File: src/hw/rtl/mrfe_pkg.sv
// Shared types, constants and the CRC-16/Modbus byte step for the report frame encoder.
// No dependencies.

package mrfe_pkg;

   localparam int unsigned MAX_WORDS_DEF   = 127;
   localparam int unsigned QUEUE_DEPTH_DEF = 2;

   localparam int unsigned WORD_W  = 16;
   localparam int unsigned COUNT_W = 7;
   localparam int unsigned ADDR_W  = 16;
   localparam int unsigned BYTE_W  = 8;

   localparam logic [BYTE_W-1:0] SLAVE_ID  = 8'h01;
   localparam logic [BYTE_W-1:0] FUNC_CODE = 8'h46;
   localparam logic [15:0]       CRC_INIT  = 16'hFFFF;
   localparam logic [15:0]       CRC_POLY  = 16'hA001;

   // One queued command: a data word, possibly opening and/or closing a frame
   typedef struct packed {
      logic               first;
      logic               last;
      logic [COUNT_W-1:0] count;
      logic [ADDR_W-1:0]  addr;
      logic [WORD_W-1:0]  word;
   } cmd_type;

   typedef enum logic [3:0] {
      PH_START,
      PH_SLAVE,
      PH_FUNC,
      PH_ADDR_HI,
      PH_ADDR_LO,
      PH_ZERO,
      PH_COUNT,
      PH_DOUBLE,
      PH_DATA_HI,
      PH_DATA_LO,
      PH_CRC_LO,
      PH_CRC_HI
   } phase_type;

   // Reflected CRC-16 over one byte, eight shift steps
   function automatic logic [15:0] crc_byte(input logic [15:0] crc, input logic [BYTE_W-1:0] b);
      logic [15:0] c;
      c = crc ^ {8'h00, b};
      for (int k = 0; k < 8; k++) begin
         c = c[0] ? ((c >> 1) ^ CRC_POLY) : (c >> 1);
      end
      return c;
   endfunction

endpackage

File: src/hw/rtl/mrfe_if.sv
// Valid/ready channel interfaces: word items in, frame bytes out.
// Depends on mrfe_pkg for field widths.

interface mrfe_req_if import mrfe_pkg::*; ();
   logic                valid;
   logic                ready;
   logic [WORD_W-1:0]   data_word;
   logic [COUNT_W-1:0]  word_count;
   logic [ADDR_W-1:0]   register_address;

   modport source (output valid, data_word, word_count, register_address, input ready);
   modport sink   (input valid, data_word, word_count, register_address, output ready);
endinterface

interface mrfe_rsp_if import mrfe_pkg::*; ();
   logic                valid;
   logic                ready;
   logic [BYTE_W-1:0]   frame_byte;
   logic                frame_end;

   modport source (output valid, frame_byte, frame_end, input ready);
   modport sink   (input valid, frame_byte, frame_end, output ready);
endinterface

File: src/hw/rtl/modbus_report_frame_encoder_top.sv
// Report frame encoder top level: front end, command queue and byte serialiser.
// Depends on mrfe_pkg, mrfe_if, mrfe_front, mrfe_queue and mrfe_back.
//
// Usage:
//   req_chan carries one 16-bit data word per item. On the first item of a frame
//   word_count (saturated to MAX_WORDS) and register_address are also taken.
//   rsp_chan carries one frame byte per item; frame_end marks the last CRC byte.
//   A frame is: slave id, function code, address high/low, zero, count, twice
//   the count, then high/low byte of each word, then CRC-16/Modbus low/high.
// Output: an item's first byte reaches rsp_chan after the command queue and
//   the output register. Throughput: one byte per cycle from the serialiser
//   while rsp_chan is not stalled, so a word inside a frame gives 2 bytes, an
//   opening item 9 (11 with a one-word frame), a closing word 4. The
//   serialiser limits; the QUEUE_DEPTH queue lets req_chan accept meanwhile.
// Reset: frame closed, CRC at 0xFFFF, queue empty, rsp_chan idle.
// Stall: when rsp_chan.ready is low the output register holds its byte, the
//   serialiser stops, and req_chan.ready drops once the queue fills.

module modbus_report_frame_encoder_top import mrfe_pkg::*; #(
   parameter int unsigned MAX_WORDS   = MAX_WORDS_DEF,
   parameter int unsigned QUEUE_DEPTH = QUEUE_DEPTH_DEF
) (
   input  logic       clock,
   input  logic       reset,
   mrfe_req_if.sink   req_chan,
   mrfe_rsp_if.source rsp_chan
);

   logic    push;
   cmd_type push_cmd;
   logic    q_full;
   logic    pop;
   logic    head_valid;
   cmd_type head_cmd;

   mrfe_front #(
      .MAX_WORDS (MAX_WORDS)
   ) u_front (
      .clock    (clock),
      .reset    (reset),
      .req_chan (req_chan),
      .q_full   (q_full),
      .push     (push),
      .push_cmd (push_cmd)
   );

   mrfe_queue #(
      .DEPTH (QUEUE_DEPTH)
   ) u_queue (
      .clock      (clock),
      .reset      (reset),
      .push       (push),
      .push_cmd   (push_cmd),
      .pop        (pop),
      .head_valid (head_valid),
      .head_cmd   (head_cmd),
      .full       (q_full)
   );

   mrfe_back u_back (
      .clock      (clock),
      .reset      (reset),
      .head_valid (head_valid),
      .head_cmd   (head_cmd),
      .pop        (pop),
      .rsp_chan   (rsp_chan)
   );

endmodule

File: src/hw/rtl/mrfe_front.sv
// Front end: accepts word items, tracks frame state and classifies each item.
// Depends on mrfe_pkg and mrfe_req_if.

module mrfe_front import mrfe_pkg::*; #(
   parameter int unsigned MAX_WORDS = MAX_WORDS_DEF
) (
   input  logic       clock,
   input  logic       reset,
   mrfe_req_if.sink   req_chan,
   input  logic       q_full,
   output logic       push,
   output cmd_type    push_cmd
);

   localparam logic [COUNT_W-1:0] MaxCount = COUNT_W'(MAX_WORDS);

   logic               frame_open_ff, frame_open_in;
   logic [COUNT_W-1:0] words_left_ff, words_left_in;
   logic [COUNT_W-1:0] cnt_sat;
   logic [COUNT_W-1:0] left_next;
   logic               first, last;

   assign req_chan.ready = !q_full;
   assign push           = req_chan.valid && req_chan.ready;

   always_comb begin
      cnt_sat = (req_chan.word_count > MaxCount) ? MaxCount : req_chan.word_count;
      if (!frame_open_ff) begin
         first     = 1'b1;
         left_next = cnt_sat - 1'b1;
         last      = (cnt_sat <= COUNT_W'(1));
      end else begin
         first     = 1'b0;
         left_next = words_left_ff - 1'b1;
         last      = (words_left_ff == COUNT_W'(1));
      end
      frame_open_in = push ? !last : frame_open_ff;
      words_left_in = push ? (last ? '0 : left_next) : words_left_ff;

      push_cmd.first = first;
      push_cmd.last  = last;
      push_cmd.count = cnt_sat;
      push_cmd.addr  = req_chan.register_address;
      push_cmd.word  = req_chan.data_word;
   end

   always_ff @(posedge clock) begin
      if (reset) begin
         frame_open_ff <= 1'b0;
         words_left_ff <= '0;
      end else begin
         frame_open_ff <= frame_open_in;
         words_left_ff <= words_left_in;
      end
   end

   // Open frame always expects at least one more word, closed frame none
   a_open_left: assert property (@(posedge clock) disable iff (reset)
      frame_open_ff == (words_left_ff != '0))
      else $error("frame state and word count disagree");

   a_left_bound: assert property (@(posedge clock) disable iff (reset)
      words_left_ff < MaxCount)
      else $error("words left beyond limit");

endmodule

File: src/hw/rtl/mrfe_queue.sv
// Short FIFO of classified commands between front and back ends.
// Depends on mrfe_pkg.

module mrfe_queue import mrfe_pkg::*; #(
   parameter int unsigned DEPTH = QUEUE_DEPTH_DEF
) (
   input  logic    clock,
   input  logic    reset,
   input  logic    push,
   input  cmd_type push_cmd,
   input  logic    pop,
   output logic    head_valid,
   output cmd_type head_cmd,
   output logic    full
);

   localparam int unsigned PtrW = (DEPTH > 1) ? $clog2(DEPTH) : 1;
   localparam int unsigned CntW = $clog2(DEPTH + 1);
   localparam logic [PtrW-1:0] LastPtr = PtrW'(DEPTH - 1);
   localparam logic [CntW-1:0] FullCnt = CntW'(DEPTH);

   cmd_type          mem_ff [DEPTH];
   logic [PtrW-1:0]  wr_ptr_ff, wr_ptr_in;
   logic [PtrW-1:0]  rd_ptr_ff, rd_ptr_in;
   logic [CntW-1:0]  count_ff, count_in;

   assign head_valid = (count_ff != '0);
   assign head_cmd   = mem_ff[rd_ptr_ff];
   assign full       = (count_ff == FullCnt);

   always_comb begin
      wr_ptr_in = wr_ptr_ff;
      rd_ptr_in = rd_ptr_ff;
      count_in  = count_ff;
      if (push) begin
         wr_ptr_in = (wr_ptr_ff == LastPtr) ? '0 : wr_ptr_ff + 1'b1;
      end
      if (pop) begin
         rd_ptr_in = (rd_ptr_ff == LastPtr) ? '0 : rd_ptr_ff + 1'b1;
      end
      if (push && !pop) begin
         count_in = count_ff + 1'b1;
      end else if (pop && !push) begin
         count_in = count_ff - 1'b1;
      end
   end

   always_ff @(posedge clock) begin
      if (reset) begin
         wr_ptr_ff <= '0;
         rd_ptr_ff <= '0;
         count_ff  <= '0;
      end else begin
         wr_ptr_ff <= wr_ptr_in;
         rd_ptr_ff <= rd_ptr_in;
         count_ff  <= count_in;
      end
   end

   always_ff @(posedge clock) begin
      if (push) begin
         mem_ff[wr_ptr_ff] <= push_cmd;
      end
   end

   a_no_underflow: assert property (@(posedge clock) disable iff (reset)
      pop |-> head_valid)
      else $error("pop from empty queue");

   a_no_overflow: assert property (@(posedge clock) disable iff (reset)
      push |-> (!full || pop))
      else $error("push into full queue");

   a_count_bound: assert property (@(posedge clock) disable iff (reset)
      count_ff <= FullCnt)
      else $error("queue count out of range");

endmodule

File: src/hw/rtl/mrfe_back.sv
// Back end: serialises each command into frame bytes, runs the CRC, holds the output register.
// Depends on mrfe_pkg and mrfe_rsp_if.

module mrfe_back import mrfe_pkg::*; (
   input  logic       clock,
   input  logic       reset,
   input  logic       head_valid,
   input  cmd_type    head_cmd,
   output logic       pop,
   mrfe_rsp_if.source rsp_chan
);

   phase_type          phase_ff, phase_in;
   phase_type          cur_phase, next_phase;
   logic [15:0]        crc_ff, crc_in;
   logic               rsp_valid_ff, rsp_valid_in;
   logic [BYTE_W-1:0]  byte_ff, byte_in;
   logic               end_ff, end_in;
   logic [BYTE_W-1:0]  out_byte;
   logic               out_end;
   logic               done;
   logic               emit;
   logic [15:0]        crc_src;

   assign rsp_chan.valid      = rsp_valid_ff;
   assign rsp_chan.frame_byte = byte_ff;
   assign rsp_chan.frame_end  = end_ff;

   assign emit = head_valid && (!rsp_valid_ff || rsp_chan.ready);
   assign pop  = emit && done;

   always_comb begin
      if (phase_ff == PH_START) begin
         cur_phase = head_cmd.first ? PH_SLAVE : PH_DATA_HI;
      end else begin
         cur_phase = phase_ff;
      end

      out_end = 1'b0;
      done    = 1'b0;
      case (cur_phase)
         PH_SLAVE: begin
            out_byte   = SLAVE_ID;
            next_phase = PH_FUNC;
         end
         PH_FUNC: begin
            out_byte   = FUNC_CODE;
            next_phase = PH_ADDR_HI;
         end
         PH_ADDR_HI: begin
            out_byte   = head_cmd.addr[15:8];
            next_phase = PH_ADDR_LO;
         end
         PH_ADDR_LO: begin
            out_byte   = head_cmd.addr[7:0];
            next_phase = PH_ZERO;
         end
         PH_ZERO: begin
            out_byte   = '0;
            next_phase = PH_COUNT;
         end
         PH_COUNT: begin
            out_byte   = {1'b0, head_cmd.count};
            next_phase = PH_DOUBLE;
         end
         PH_DOUBLE: begin
            // empty frame goes straight to the CRC
            out_byte   = {head_cmd.count, 1'b0};
            next_phase = (head_cmd.count == '0) ? PH_CRC_LO : PH_DATA_HI;
         end
         PH_DATA_HI: begin
            out_byte   = head_cmd.word[15:8];
            next_phase = PH_DATA_LO;
         end
         PH_DATA_LO: begin
            out_byte   = head_cmd.word[7:0];
            next_phase = head_cmd.last ? PH_CRC_LO : PH_START;
            done       = !head_cmd.last;
         end
         PH_CRC_LO: begin
            out_byte   = crc_ff[7:0];
            next_phase = PH_CRC_HI;
         end
         PH_CRC_HI: begin
            out_byte   = crc_ff[15:8];
            out_end    = 1'b1;
            next_phase = PH_START;
            done       = 1'b1;
         end
         default: begin
            out_byte   = '0;
            next_phase = PH_START;
         end
      endcase

      crc_src = (cur_phase == PH_SLAVE) ? CRC_INIT : crc_ff;

      phase_in     = phase_ff;
      crc_in       = crc_ff;
      byte_in      = byte_ff;
      end_in       = end_ff;
      rsp_valid_in = rsp_valid_ff && !rsp_chan.ready;
      if (emit) begin
         phase_in     = next_phase;
         byte_in      = out_byte;
         end_in       = out_end;
         rsp_valid_in = 1'b1;
         if (cur_phase == PH_CRC_HI) begin
            crc_in = CRC_INIT;
         end else if (cur_phase != PH_CRC_LO) begin
            crc_in = crc_byte(crc_src, out_byte);
         end
      end
   end

   always_ff @(posedge clock) begin
      if (reset) begin
         phase_ff     <= PH_START;
         crc_ff       <= CRC_INIT;
         rsp_valid_ff <= 1'b0;
      end else begin
         phase_ff     <= phase_in;
         crc_ff       <= crc_in;
         rsp_valid_ff <= rsp_valid_in;
      end
   end

   always_ff @(posedge clock) begin
      byte_ff <= byte_in;
      end_ff  <= end_in;
   end

   // Mid-command phases need the command still at the queue head
   a_phase_has_head: assert property (@(posedge clock) disable iff (reset)
      (phase_ff != PH_START) |-> head_valid)
      else $error("back end mid-command with empty queue");

   a_pop_at_end: assert property (@(posedge clock) disable iff (reset)
      pop |-> (cur_phase == PH_DATA_LO || cur_phase == PH_CRC_HI))
      else $error("command retired at wrong phase");

   a_crc_reinit: assert property (@(posedge clock) disable iff (reset)
      (emit && out_end) |=> (crc_ff == CRC_INIT))
      else $error("CRC not restarted after frame end");

endmodule
File: src/flat_wrapper.sv
// flat-port wrapper written by rule: the top's interface ports become plain ports
module modbus_report_frame_encoder_top_flat import mrfe_pkg::*;
#(
   parameter int unsigned MAX_WORDS   = MAX_WORDS_DEF,
   parameter int unsigned QUEUE_DEPTH = QUEUE_DEPTH_DEF
)
  (clock, reset, req_chan_valid, req_chan_data_word, req_chan_word_count, req_chan_register_address, req_chan_ready, rsp_chan_valid, rsp_chan_frame_byte, rsp_chan_frame_end, rsp_chan_ready);
  mrfe_req_if req_chan_i ();
  mrfe_rsp_if rsp_chan_i ();
  input  logic clock;
  input  logic reset;
  input wire logic [$bits(req_chan_i.valid)-1:0] req_chan_valid;
  input wire logic [$bits(req_chan_i.data_word)-1:0] req_chan_data_word;
  input wire logic [$bits(req_chan_i.word_count)-1:0] req_chan_word_count;
  input wire logic [$bits(req_chan_i.register_address)-1:0] req_chan_register_address;
  output wire logic [$bits(req_chan_i.ready)-1:0] req_chan_ready;
  output wire logic [$bits(rsp_chan_i.valid)-1:0] rsp_chan_valid;
  output wire logic [$bits(rsp_chan_i.frame_byte)-1:0] rsp_chan_frame_byte;
  output wire logic [$bits(rsp_chan_i.frame_end)-1:0] rsp_chan_frame_end;
  input wire logic [$bits(rsp_chan_i.ready)-1:0] rsp_chan_ready;
  assign req_chan_i.valid = req_chan_valid;
  assign req_chan_i.data_word = req_chan_data_word;
  assign req_chan_i.word_count = req_chan_word_count;
  assign req_chan_i.register_address = req_chan_register_address;
  assign req_chan_ready = req_chan_i.ready;
  assign rsp_chan_valid = rsp_chan_i.valid;
  assign rsp_chan_frame_byte = rsp_chan_i.frame_byte;
  assign rsp_chan_frame_end = rsp_chan_i.frame_end;
  assign rsp_chan_i.ready = rsp_chan_ready;
  modbus_report_frame_encoder_top #(.MAX_WORDS(MAX_WORDS), .QUEUE_DEPTH(QUEUE_DEPTH)) u_core (.clock(clock), .reset(reset), .req_chan(req_chan_i), .rsp_chan(rsp_chan_i));
endmodule
File: config.mk
export PLATFORM = sky130hd
export DESIGN_NAME = modbus_report_frame_encoder_top_flat
export DESIGN_NICKNAME = d
export VERILOG_FILES = /design/src/hw/rtl/mrfe_pkg.sv /design/src/hw/rtl/mrfe_if.sv /design/src/hw/rtl/modbus_report_frame_encoder_top.sv /design/src/hw/rtl/mrfe_front.sv /design/src/hw/rtl/mrfe_queue.sv /design/src/hw/rtl/mrfe_back.sv /design/src/flat_wrapper.sv
export SDC_FILE = /design/constraint.sdc
export NUM_CORES = 1
export LEC_CHECK = 0
export ABC_AREA = 1
export ABC_CLOCK_PERIOD_IN_PS = 5400
export BUFFER_PORTS_ARGS = -buffer_cell sky130_fd_sc_hd__buf_2
export CAP_MARGIN = 20
export CORE_MARGIN = 10
export CORE_UTILIZATION = 57
export CTS_CLUSTER_SIZE = 12
export DETAILED_ROUTE_END_ITERATION = 6
export PLACE_DENSITY = 0.86
export SYNTH_ARGS = -nofsm -noshare
export SYNTH_HDL_FRONTEND = slang
export SYNTH_SLANG_ARGS = --single-unit
File: constraint.sdc
create_clock -name clock -period 5.4 [get_ports clock]
set_clock_uncertainty 0.2 [all_clocks]
set_input_delay 0 -clock clock [delete_from_list [all_inputs] [get_ports clock]]
set_output_delay 0 -clock clock [all_outputs]
set_load 0.02 [all_outputs]
**Yosys cells after proc, flatten, opt, wreduce, memory -nomap -nowiden**

Memories as Yosys holds them, arrays and structs flattened. A register that Yosys moved wholly into a read port is not among the register bits.
Cells that the tools add are included.

- Memories kept: 1
- Bits of input ports: 43
- Logic and storage cells: 95
- Memory bits (writable): 82
- Latch bits: 0
- Output and inout bits: 11
- Bits in registers: 42
- ROM bits: 0

- $add $sub $neg: 6
- Bitwise operators: 9
- Shift operators: 0
- Reduce and logical (&&, ||, !) cells: 20
- Multiply operators: 0
- $lt $le $gt $ge: 2
- Multiplexer cells: 33
- Divide/modulo/power cells: 0
- Equal/unequal tests: 14

Memories:

| name | words | width | read ports | clocked after Yosys merged registers in | write ports | line | RTL |
|---|---|---|---|---|---|---|---|
| u_core.u_queue.mem_ff | 2 | 41 | 1 | 1 | 1 | mrfe_queue.sv:22 | `cmd_type mem_ff [DEPTH];` |

Operators with widths:

| kind | number |
|---|---|
| two-way mux 16 bit | 11 |
| one-hot mux 8 bit (10 select lines) | 1 |
| one-hot mux 4 bit (10 select lines) | 1 |
| NOT 2 -> 3 bit | 8 |
| two-way mux 7 bit | 3 |
| == test 4 x 3 -> 1 bit, second input constant | 4 |
| == test 4 bit, second input constant | 4 |
| bitwise XOR 16 x 8 -> 16 bit | 1 |
| subtractor 7 x 1 -> 7 bit, second input constant | 2 |
| two-way mux 4 bit | 3 |
| two-way mux 1 bit | 10 |
| == test 4 x 2 -> 1 bit, second input constant | 2 |
| == test 7 x 1 -> 1 bit, second input constant | 1 |
| > comparator 7 bit, second input constant | 1 |
| less-or-equal comparator 7 x 1 -> 1 bit, second input constant | 1 |
| zero test 1 bit | 7 |
| zero test 7 bit | 1 |
| logical AND 1 bit | 6 |
| two-way mux 2 bit | 3 |
| nonzero test 2 bit | 3 |
| == test 4 x 1 -> 1 bit, second input constant | 1 |
| zero test 4 bit | 1 |
| != test 4 bit, second input constant | 1 |
| adder 1 bit, second input constant | 2 |
| other kinds (6) | 6 |

**Longest topological paths before layout**

Gate-level depths: netlist of the first run.

- Depth in word-level cells: 23
- Gate-level depth with buffers: 25
- Depth with buffers taken out: 24

**Hierarchy**

From an unflattened synthesis of the first run, not the netlist that was laid out.

- Cells, all modules: 671
- Area, all modules: 6685.2 um^2

Modules (own cells, without submodules):

| module | seq. area each (um^2) | cells each | instances | area an instance (um^2) |
|---|---|---|---|---|
| mrfe_queue | 2562.5 | 161 | 1 | 3392.0 |
| mrfe_back | 690.7 | 369 | 1 | 2309.7 |
| mrfe_front | 160.2 | 141 | 1 | 983.4 |

**Least setup slack after synthesis of the first run**

Ideal clock, no wire load.

- Path kind: flip-flop to flip-flop
- Start point: register u_core.u_queue.count_ff[0]
- End point: memory u_core.u_queue.mem_ff[1][0] (netlist name), enable pin
- Cell stages (with the launch flop): 6
- Library setup time: 0.441 ns
- Path slack: 2.106 ns
- Required time: 4.759 ns
- Clock period less this slack: 3.294 ns
- Data arrival time: 2.653 ns
- Path buffers: 1
- Cells stage by stage: dfxtp_1 > inv_1 > nand2_1 > nand2_1 > clkbuf_1 > nor2_1

- Longest elaborated chain between the ends: 5

RTL lines:

| item | line | RTL |
|---|---|---|
| from (decl) | mrfe_queue.sv:25 | `logic [CntW-1:0] count_ff, count_in;` |
| from (signal assigned) | mrfe_queue.sv:56 | `count_ff <= count_in;` |
| == test 2 bit | mrfe_queue.sv:29 | `assign full = (count_ff == FullCnt);` |
| zero test 1 bit | mrfe_front.sv:23 | `assign req_chan.ready = !q_full;` |
| net req_chan_ready | flat_wrapper.sv:16 | `output wire logic [$bits(req_chan_i.ready)-1:0] req_chan_ready;` |
| logical AND 1 bit | mrfe_front.sv:24 | `assign push = req_chan.valid && req_chan.ready;` |
| two-way mux 1 bit | mrfe_queue.sv:61 | `if (push) begin` |
| two-way mux 1 bit (implied by the code) | mrfe_queue.sv:62 | `mem_ff[wr_ptr_ff] <= push_cmd;` |
| to (decl) | mrfe_queue.sv:22 |  |

The timed path passes the listed nets, and every way through them passes these cells.

==> summary.md, run 1 <==
| Metric | Value |
|---|---|
| Net Switching | `~1.1 mW` |
| CP max-delay cell | `inv_2` |
| Drt via density | `5.77` |
| Combinational share of power | `0.272` |
| Post-synthesis compound-gate area fraction | `0.0912` |
| Sw Share | `0.324` |
| WHS Endpoint | `u_core.u_queue.mem_ff[1][6]$_DFFE_PP_` |
| Crit end category | `register` |
| Largest family of logic cells by synthesized area | `simple AND/OR/NAND/NOR gates` |
| Hold_buf cts | `65` |
| Max Freq | `282 MHz` |
| FP Rows | `37` |
| Synth Flop Type | `edfxtp_1` |
| Sum Neg Setup Slack | `0 ps` |
| Vias in the first global route | `5238` |
| DRT Wirelength | `17100 um` |
| Vias | `approximately 5400` |
| First-pass DRT Iterations | `6` |
| Clock tree sinks | `125` |
| GR Overflow Total | `0` |
| RSZ-0062 raised after global routing | `false` |
| I/O pin total | `54` |
| Critical R2R Capture | `u_core.u_back.crc_ff[0]$_SDFFE_PP1P_` |
| Fin nets | `832` |
| Post-DRT Antenna Nets | `0` |
| CP Cell Sequence | `buf_4 -> inv_2 -> nand2_1 -> nand2_1 -> nor2_1 -> nor3_4 -> nand2_1 -> inv_1 -> nand2_1 -> nand4_1 -> inv_2 -> nand2_1 -> nand2_2 -> inv_2 -> nand2_1 -> nand2_1 -> nand2_1 -> nand2_2 -> nand2_2 -> nand3_2 -> nand3_1 -> nand2_1 -> nand2_1` |
| Mux share of post-synthesis cell area | `0` |
| Distinct cells, synth | `between 40 and 50` |
| CP max stage delay | `570 ps` |
| CP top delay family | `simple AND/OR/NAND/NOR gates` |
| Adder-Cell Fraction of Synth Area | `0.0105` |
| Hold depth | `2` |
| Hold Path Origin | `req_chan_data_word[6]` |
| Slew @ Worst Pin | `703 ps` |
| Synth-to-layout area growth | `27.6%` |
| Post-synth ARST share | `0` |
| GPL Wtd Cong | `0.967` |
| Int Power | `2.26 mW` |
| Port-buffer cells | `53` |
| Avg WL per Cell | `18.4 um` |
| HPWL Detailed | `roughly 10000 um` |
| Slew margin rel. | `0.525` |
| CTS tree | `yes` |
| Maximum clock path buffer count | `2` |
| Pwr Density | `roughly 440 mW/mm^2` |
| CTS root buf | `clkbuf_8` |
| Top cells by area, synth | `edfxtp_1 (46%), nand2_1 (14%), dfxtp_1 (11%)` |
| CP Data Required Time | `5610 ps` |
| CP most frequent cell | `nand2_1` |
| Biggest area consumer among synthesized cells | `edfxtp_1` |
| Tmin final | `3540 ps` |
| YS warnings | `0` |
| Cell count after synthesis | `668` |
| Die area | `0.0149 mm^2` |
| DRC | `0` |
| Critical path arrival | `3750 ps` |
| Chip height | `122 um` |
| Clock slew at reported path FFs | `around 50 ps` |
| Peak VDD IR | `0.299 mV` |
| Post_cts resized | `0` |
| Seq cells post-synth | `125` |
| Largest net degree at the start of global routing | `43` |
| Seq/Total Area, Yosys | `0.574` |
| Worst Path Buf+Inv | `5` |
| Hold crit path type | `in2reg` |
| Initial antenna violation count | `1` |
| Post-CTS setup buffers | `0` |
| Status | `finished, final reports clean` |
| Global-route wire length before repair | `26800 um` |
| Hold Vio Cnt, Final | `0` |
| Tcrit/Tclk final | `0.656` |
| Startpoint Class | `register` |
| Leakage | `3.26 nW` |
| Post-Synth XOR/XNOR Area | `0.00884` |
| Share of total power in sequential cells | `0.373` |
| Chip width | `about 120 um` |
| GRT Util Overall | `0.232` |
| Filler cell count | `662` |
| Worst r2r path cells | `23` |
| CTS H-tree depth | `4` |
| TritonCTS Buffers | `17` |
| Avg Inst Size Synth | `8.90 um^2` |
| Worst-skew pair later-pin latency | `between 500 and 600 ps` |
| Util after Layout | `0.741` |
| Clk pwr share | `0.355` |
| Final slew viol count | `0` |
| Max-capacitance violation count | `0` |
| Reg2reg setup slack | `between 1500 and 2000 ps` |
| Starting DRT DRC Count | `642` |
| Syn_nets | `716` |
| CP Class | `reg2reg` |
| Starting density of the core | `0.581` |
| Number of synthesized flops with an enable pin | `slightly above 90` |
| Area share of the largest cell type after synthesis | `0.460` |
| CORE AREA | `around 0.010 mm^2` |
| Synthesized cell area | `0.00594 mm^2` |
| Crit path max fanout | `42` |
| Simple-gate share of the synthesized area | `0.248` |
| Layout cells sized above 1 | `0.148` |
| Final setup violation count | `0` |
## sequential cells by signal (all words and copies together) (netlist names), named ones only
signal and count:
u_core.u_queue.mem_ff 82, u_core.u_back.crc_ff 16, u_core.u_back.rsp_chan.frame_byte 8, u_core.u_front.words_left_ff 7
u_core.u_back.phase_ff 4, u_core.u_queue.count_ff 2, u_core.u_back.rsp_chan.frame_end 1, u_core.u_back.rsp_chan.valid 1
u_core.u_front.frame_open_ff 1, u_core.u_queue.rd_ptr_ff 1, u_core.u_queue.wr_ptr_ff 1
## synth_stat cells (all sizes together) (5+ instances only)
cell    instances
ha              5
o22ai           8
nor2           54
nand3          37
o211ai          7
edfxtp         91
nand4          14
buf            11
nand2         226
a21oi          42
clkbuf         15
inv            68
dfxtp          34
o21ai          26
nor3            7
## layout make-up
| class | instances | area (um^2) | area share |
|---|---|---|---|
| Antenna cell | 1 | 2.50 | 0.000330 |
| Clock buffer | 21 | 429 | 0.0566 |
| Clock inverter | 9 | 169 | 0.0223 |
| Inverter | 71 | 268 | 0.0353 |
| Multi-Input combinational cell | 446 | 2150 | 0.283 |
| Sequential cell | 125 | 3410 | 0.450 |
| Tap cell | 136 | 170 | 0.0224 |
| Timing Repair Buffer | 123 | 983 | 0.130 |
## logic make-up after synthesis
group / count (synthesis)
adders and majority gates: 5
buffers and inverters: 97
DFF: 125
and+or+nand+nor: 342
xor gates and xnor gates: 6
AOI/OAI and AO/OA: 93
## layer usage
metal	wire, um	vias up	track usage
met4	624	0	0.105
met2	8640	354	0.397
met3	1590	63	0.0698
met1	6270	2495	0.261
met5	0	-	0
li1	-	2466	-
## power groups by stage
stage	clock, mW	combinational, mW	sequential (mW)
after global routing	1.23	0.994	1.25
after detailed placement	0	0.830	1.26
final	1.19	0.907	1.24
after CTS	1.17	0.879	1.24
after floorplan	0	0.608	1.26
after global placement	0	0.792	1.25
## worst max path at each step
stage / startpoint / to / slack (ps) / cells past startpoint
after global routing: register / u_core.u_back.crc_ff[0]$_SDFFE_PP1P_ / 1570 / 21
after global placement: register / u_core.u_back.crc_ff[0]$_SDFFE_PP1P_ / 2140 / 23
after floorplan: u_core.u_queue.count_ff[0]$_SDFFE_PP0P_ / u_core.u_queue.mem_ff[1][0]$_DFFE_PP_ / 2110 / 5
after detailed placement: register / u_core.u_back.crc_ff[0]$_SDFFE_PP1P_ / 2000 / 23
after CTS: register / u_core.u_back.crc_ff[0]$_SDFFE_PP1P_ / 1960 / 23
final: register / u_core.u_back.crc_ff[0]$_SDFFE_PP1P_ / 1860 / 23
## metrics by stage
stage	hold WS (ps)	instances	setup slack, ps	power, mW	cell area (um^2)
5_1_grt	13.2	932	1570	3.48	7580
3_5_place_dp	-8.92	834	2000	2.09	6310
6_report	10.3	932	1860	3.34	7580
4_1_cts	0.757	929	1960	3.29	7560
2_1_floorplan	-101	668	2110	1.87	5940
3_3_place_gp	-12.9	832	2140	2.04	6270
## placed cells by master (no fill, tap or decap), types with 2 or more instances in the layout
cell,count
nor2_4,2
nand2_2,12
nand3_2,2
o21ai_0,22
nand2_1,214
edfxtp_1,91
inv_2,10
o41ai_1,2
xor2_1,3
bufinv_16,5
nor4_1,2
nor3_2,2
xnor2_1,3
clkinv_1,5
clkbuf_1,4
dfxtp_1,34
buf_12,2
ha_1,5
buf_2,53
nor3_1,4
dlygate4sd3_1,67
nor2_1,50
nand3_1,35
o22ai_1,8
nand4_1,11
o211ai_1,7
a21oi_1,41
nor2_2,2
nand4_2,3
inv_1,58
clkbuf_16,16
a32oi_1,2
o21ai_1,4
Note: power is estimated with default switching activity, not from simulation.
==> inputs of run 2 (changes only) <==
Settings changed: ABC_CLOCK_PERIOD_IN_PS 5400 to 3200, CORE_UTILIZATION 57 to 54, PLACE_DENSITY 0.86 to 0.85.
Clock period 5.4 ns to 3.2 ns, I/O delays scaled along.
==> run 2 against run 1 <==
  * Cell area is 0.53% lower
  * First-iteration DRC count up 3.6%
  * Combinational power is 71% higher
  * Largest cell class unchanged
  * Routed wire length fell by 2.7%
==> summary.md, run 2 (synthesis results as in run 1) <==
| Metric | Value |
|---|---|
| Status | `finished, final reports clean` |
| Vias in the first global route | `5241 (+0.057%)` |
| Critical path arrival | `3240 ps (-510 ps)` |
| Most flop-heavy register | `u_core.u_queue.mem_ff` |
| Port-buffer cells | `53 (unchanged)` |
| Crit end category | `register` |
| Most frequent cells in the layout | `nand2_1 (214), edfxtp_1 (91), dlygate4sd3_1 (61)` |
| Startpoint Class | `register` |
| Chip height | `125 um (+2.3%)` |
| Int Power | `3.56 mW (+58%)` |
| Max FFs per register | `82 (unchanged)` |
| CP max-delay cell | `dfxtp_2` |
| Final setup violation count | `0 (unchanged)` |
| FP Rows | `38 (+2.7%)` |
| GPL Wtd Cong | `0.948 (-2.0%)` |
| Global-route wire length before repair | `25900 um (-3.3%)` |
| CP Class | `reg2reg` |
| Chip width | `125 um (+2.3%)` |
| CTS tree | `yes` |
| Max-capacitance violation count | `0 (unchanged)` |
| CP Cell Sequence | `inv_6 -> nand2_1 -> nand2_1 -> nor2_1 -> nor3_4 -> nand3_1 -> nand4_1 -> nand2_1 -> nand2_1 -> nand2_1 -> nand2_2 -> inv_1 -> nand2_1 -> nand2_1 -> nand2_1 -> nand3_1 -> nand3_2 -> nand3_1 -> nand2_1 -> nand2_1` |
| GR Layer Usage met2 | `0.360 (-0.0376)` |
| Met1 usage | `0.231 (-0.0303)` |
| Pwr Density | `722 mW/mm^2 (+64%)` |
| N_diodes | `0 (-1)` |
| Hold Vio Cnt, Final | `0 (unchanged)` |
| Share of total power in sequential cells | `0.385 (+0.012)` |
| TritonCTS Buffers | `17 (unchanged)` |
| CP most frequent cell | `nand2_1` |
| First-pass DRT Iterations | `6 (unchanged)` |
| Avg WL per Cell | `17.8 um (-3.1%)` |
| Slew @ Worst Pin | `658 ps (-45.6 ps)` |
| Layout cells sized above 1 | `0.167 (+0.0187)` |
| Sum Neg Setup Slack | `0 ps (unchanged)` |
| I/O pin total | `54 (unchanged)` |
| Vias | `5297 (-1.5%)` |
| CTS H-tree depth | `4 (unchanged)` |
| Crit path max fanout | `26 (-38%)` |
| Starting DRT DRC Count | `665 (+3.6%)` |
| Hold slack | `0.880 ps (-9.46 ps)` |
| Sw Share | `0.347 (+0.0228)` |
| GR Layer Usage met3 | `0.0532 (-0.0167)` |
| GR Overflow Total | `0 (unchanged)` |
| Worst-skew pair later-pin latency | `530 ps (about the same)` |
| Setup ws final | `191 ps (-1670 ps)` |
| Largest net degree at the start of global routing | `43 (unchanged)` |
| Clk pwr share | `0.331 (-0.024)` |
| CTS root buf | `clkbuf_8` |
| CP Data Required Time | `3430 ps (-2180 ps)` |
| Final slew viol count | `0 (unchanged)` |
| Peak VDD IR | `0.430 mV (+44%)` |
| Tmin final | `3010 ps (-533 ps)` |
| Reg2reg setup slack | `190 ps (-1670 ps)` |
| Critical Path Sink | `u_core.u_back.crc_ff[0]$_SDFFE_PP1P_` |
| GRT Util Overall | `0.204 (-0.0282)` |
| Final Power | `5.45 mW (+63%)` |
| Fin nets | `831 (-0.12%)` |
| HPWL Detailed | `10400 um (+0.64%)` |
| Max Freq | `332 MHz (+18%)` |
| Critical R2R Capture | `u_core.u_back.crc_ff[0]$_SDFFE_PP1P_` |
| Commonest non-fill, non-tap cell in the layout | `nand2_1` |
| DRC | `0 (unchanged)` |
| Net Switching | `1.89 mW (+75%)` |
| Hold crit path type | `in2reg` |
| Pre-CTS WS | `164 ps (-1840 ps)` |
| CORE AREA | `0.0108 mm^2 (+5.5%)` |
| Clock slew at reported path FFs | `60 ps (about the same)` |
| Global routing's busiest layer | `met2` |
| Combinational share of power | `0.284 (+0.012)` |
| Slew margin rel. | `0.556 (+0.0308)` |
| Tcrit/Tclk final | `0.940 (+0.284)` |
| Starting density of the core | `0.551 (-0.0302)` |
| Initial antenna violation count | `0 (-1)` |
| Post-DRT Antenna Nets | `0 (unchanged)` |
| Maximum clock path buffer count | `2 (unchanged)` |
| Worst r2r path cells | `20 (-13%)` |
| Clock tree sinks | `125 (unchanged)` |
| DRT Wirelength | `16700 um (-2.7%)` |
| Hold Path Origin | `req_chan_register_address[3]` |
| Leakage | `3.24 nW (-0.56%)` |
| Die area | `0.0156 mm^2 (+4.6%)` |
| CP max stage delay | `370 ps (-200 ps)` |
| Synth-to-layout area growth | `26.9%` |
| Drt via density | `5.66 (-1.9%)` |
==> run 2: cell count changes in the layout (fill, tap and decap cells not counted), sizes merged, moves of 2 or more <==
cell         before  now
dlygate4sd3      67   61
buf              56   60
clkinvlp          1    4
inv              68   70
bufinv            5    1
clkinv            6    8
==> run 2: worst min path at each step <==
stage	to	slack, ps	cells after the start
after global routing	u_core.u_queue.mem_ff[0][14]$_DFFE_PP_	7	2
after CTS	u_core.u_queue.mem_ff[0][14]$_DFFE_PP_	0.08	2
final	u_core.u_queue.mem_ff[1][19]$_DFFE_PP_	0.9	2
after global placement	u_core.u_queue.mem_ff[1][16]$_DFFE_PP_	-10	1
after detailed placement	u_core.u_queue.mem_ff[1][5]$_DFFE_PP_	-9	1
after floorplan	u_core.u_queue.mem_ff[0][0]$_DFFE_PP_	-100	0
==> run 2: power groups by stage <==
| stage | Clock (mW) | Sequential, mW | Combinational [mW] |
|---|---|---|---|
| floorplan | 0 | 2.13 | 1.03 |
| global placement | 0 | 2.11 | 1.35 |
| detailed placement | 0 | 2.12 | 1.41 |
| CTS | 1.80 | 2.09 | 1.48 |
| global route | 1.89 | 2.11 | 1.70 |
| finish | 1.80 | 2.10 | 1.55 |
==> run 2: critical path: cells and delay by family (launching register included) <==
family                 cells  cell delay [ps]
flip-flops                 1              370
buffers and inverters      2              230
AND/OR/NAND/NOR           18             2080
==> run 2: area by class of cell <==
type                       count  area (um^2)
tap                          140          175
clock inverter                12          113
timing repair buffer         122          966
fill                         741         3250
clock buffer                  20          445
sequential                   125         3420
inverter                      71          273
multi-input combinational    446         2150
==> run 2: stage by stage <==
step,instances,cell area (um^2),utilization
after floorplan,668,5950,-
after global placement,841,6310,0.585
after detailed placement,841,6310,0.585
after CTS,934,7480,0.693
after global routing,936,7540,0.699
final,936,7540,0.699
==> run 2: what timing repair did <==
| action | CTS | global route |
|---|---|---|
| setup endpoints to repair | 0 | 4 |
| resized for setup | 0 | 11 |
| hold buffers | 61 | 0 |
| setup buffers | 0 | 1 |
| endpoints found under the hold margin | 95 | 0 |
==> run 2: per-layer routing <==
| layer | wire length [um] | up-vias |
|---|---|---|
| met5 | 0 | - |
| met4 | 516 | 0 |
| met3 | 1530 | 56 |
| met2 | 8440 | 305 |
| met1 | 6170 | 2478 |
| li1 | - | 2458 |
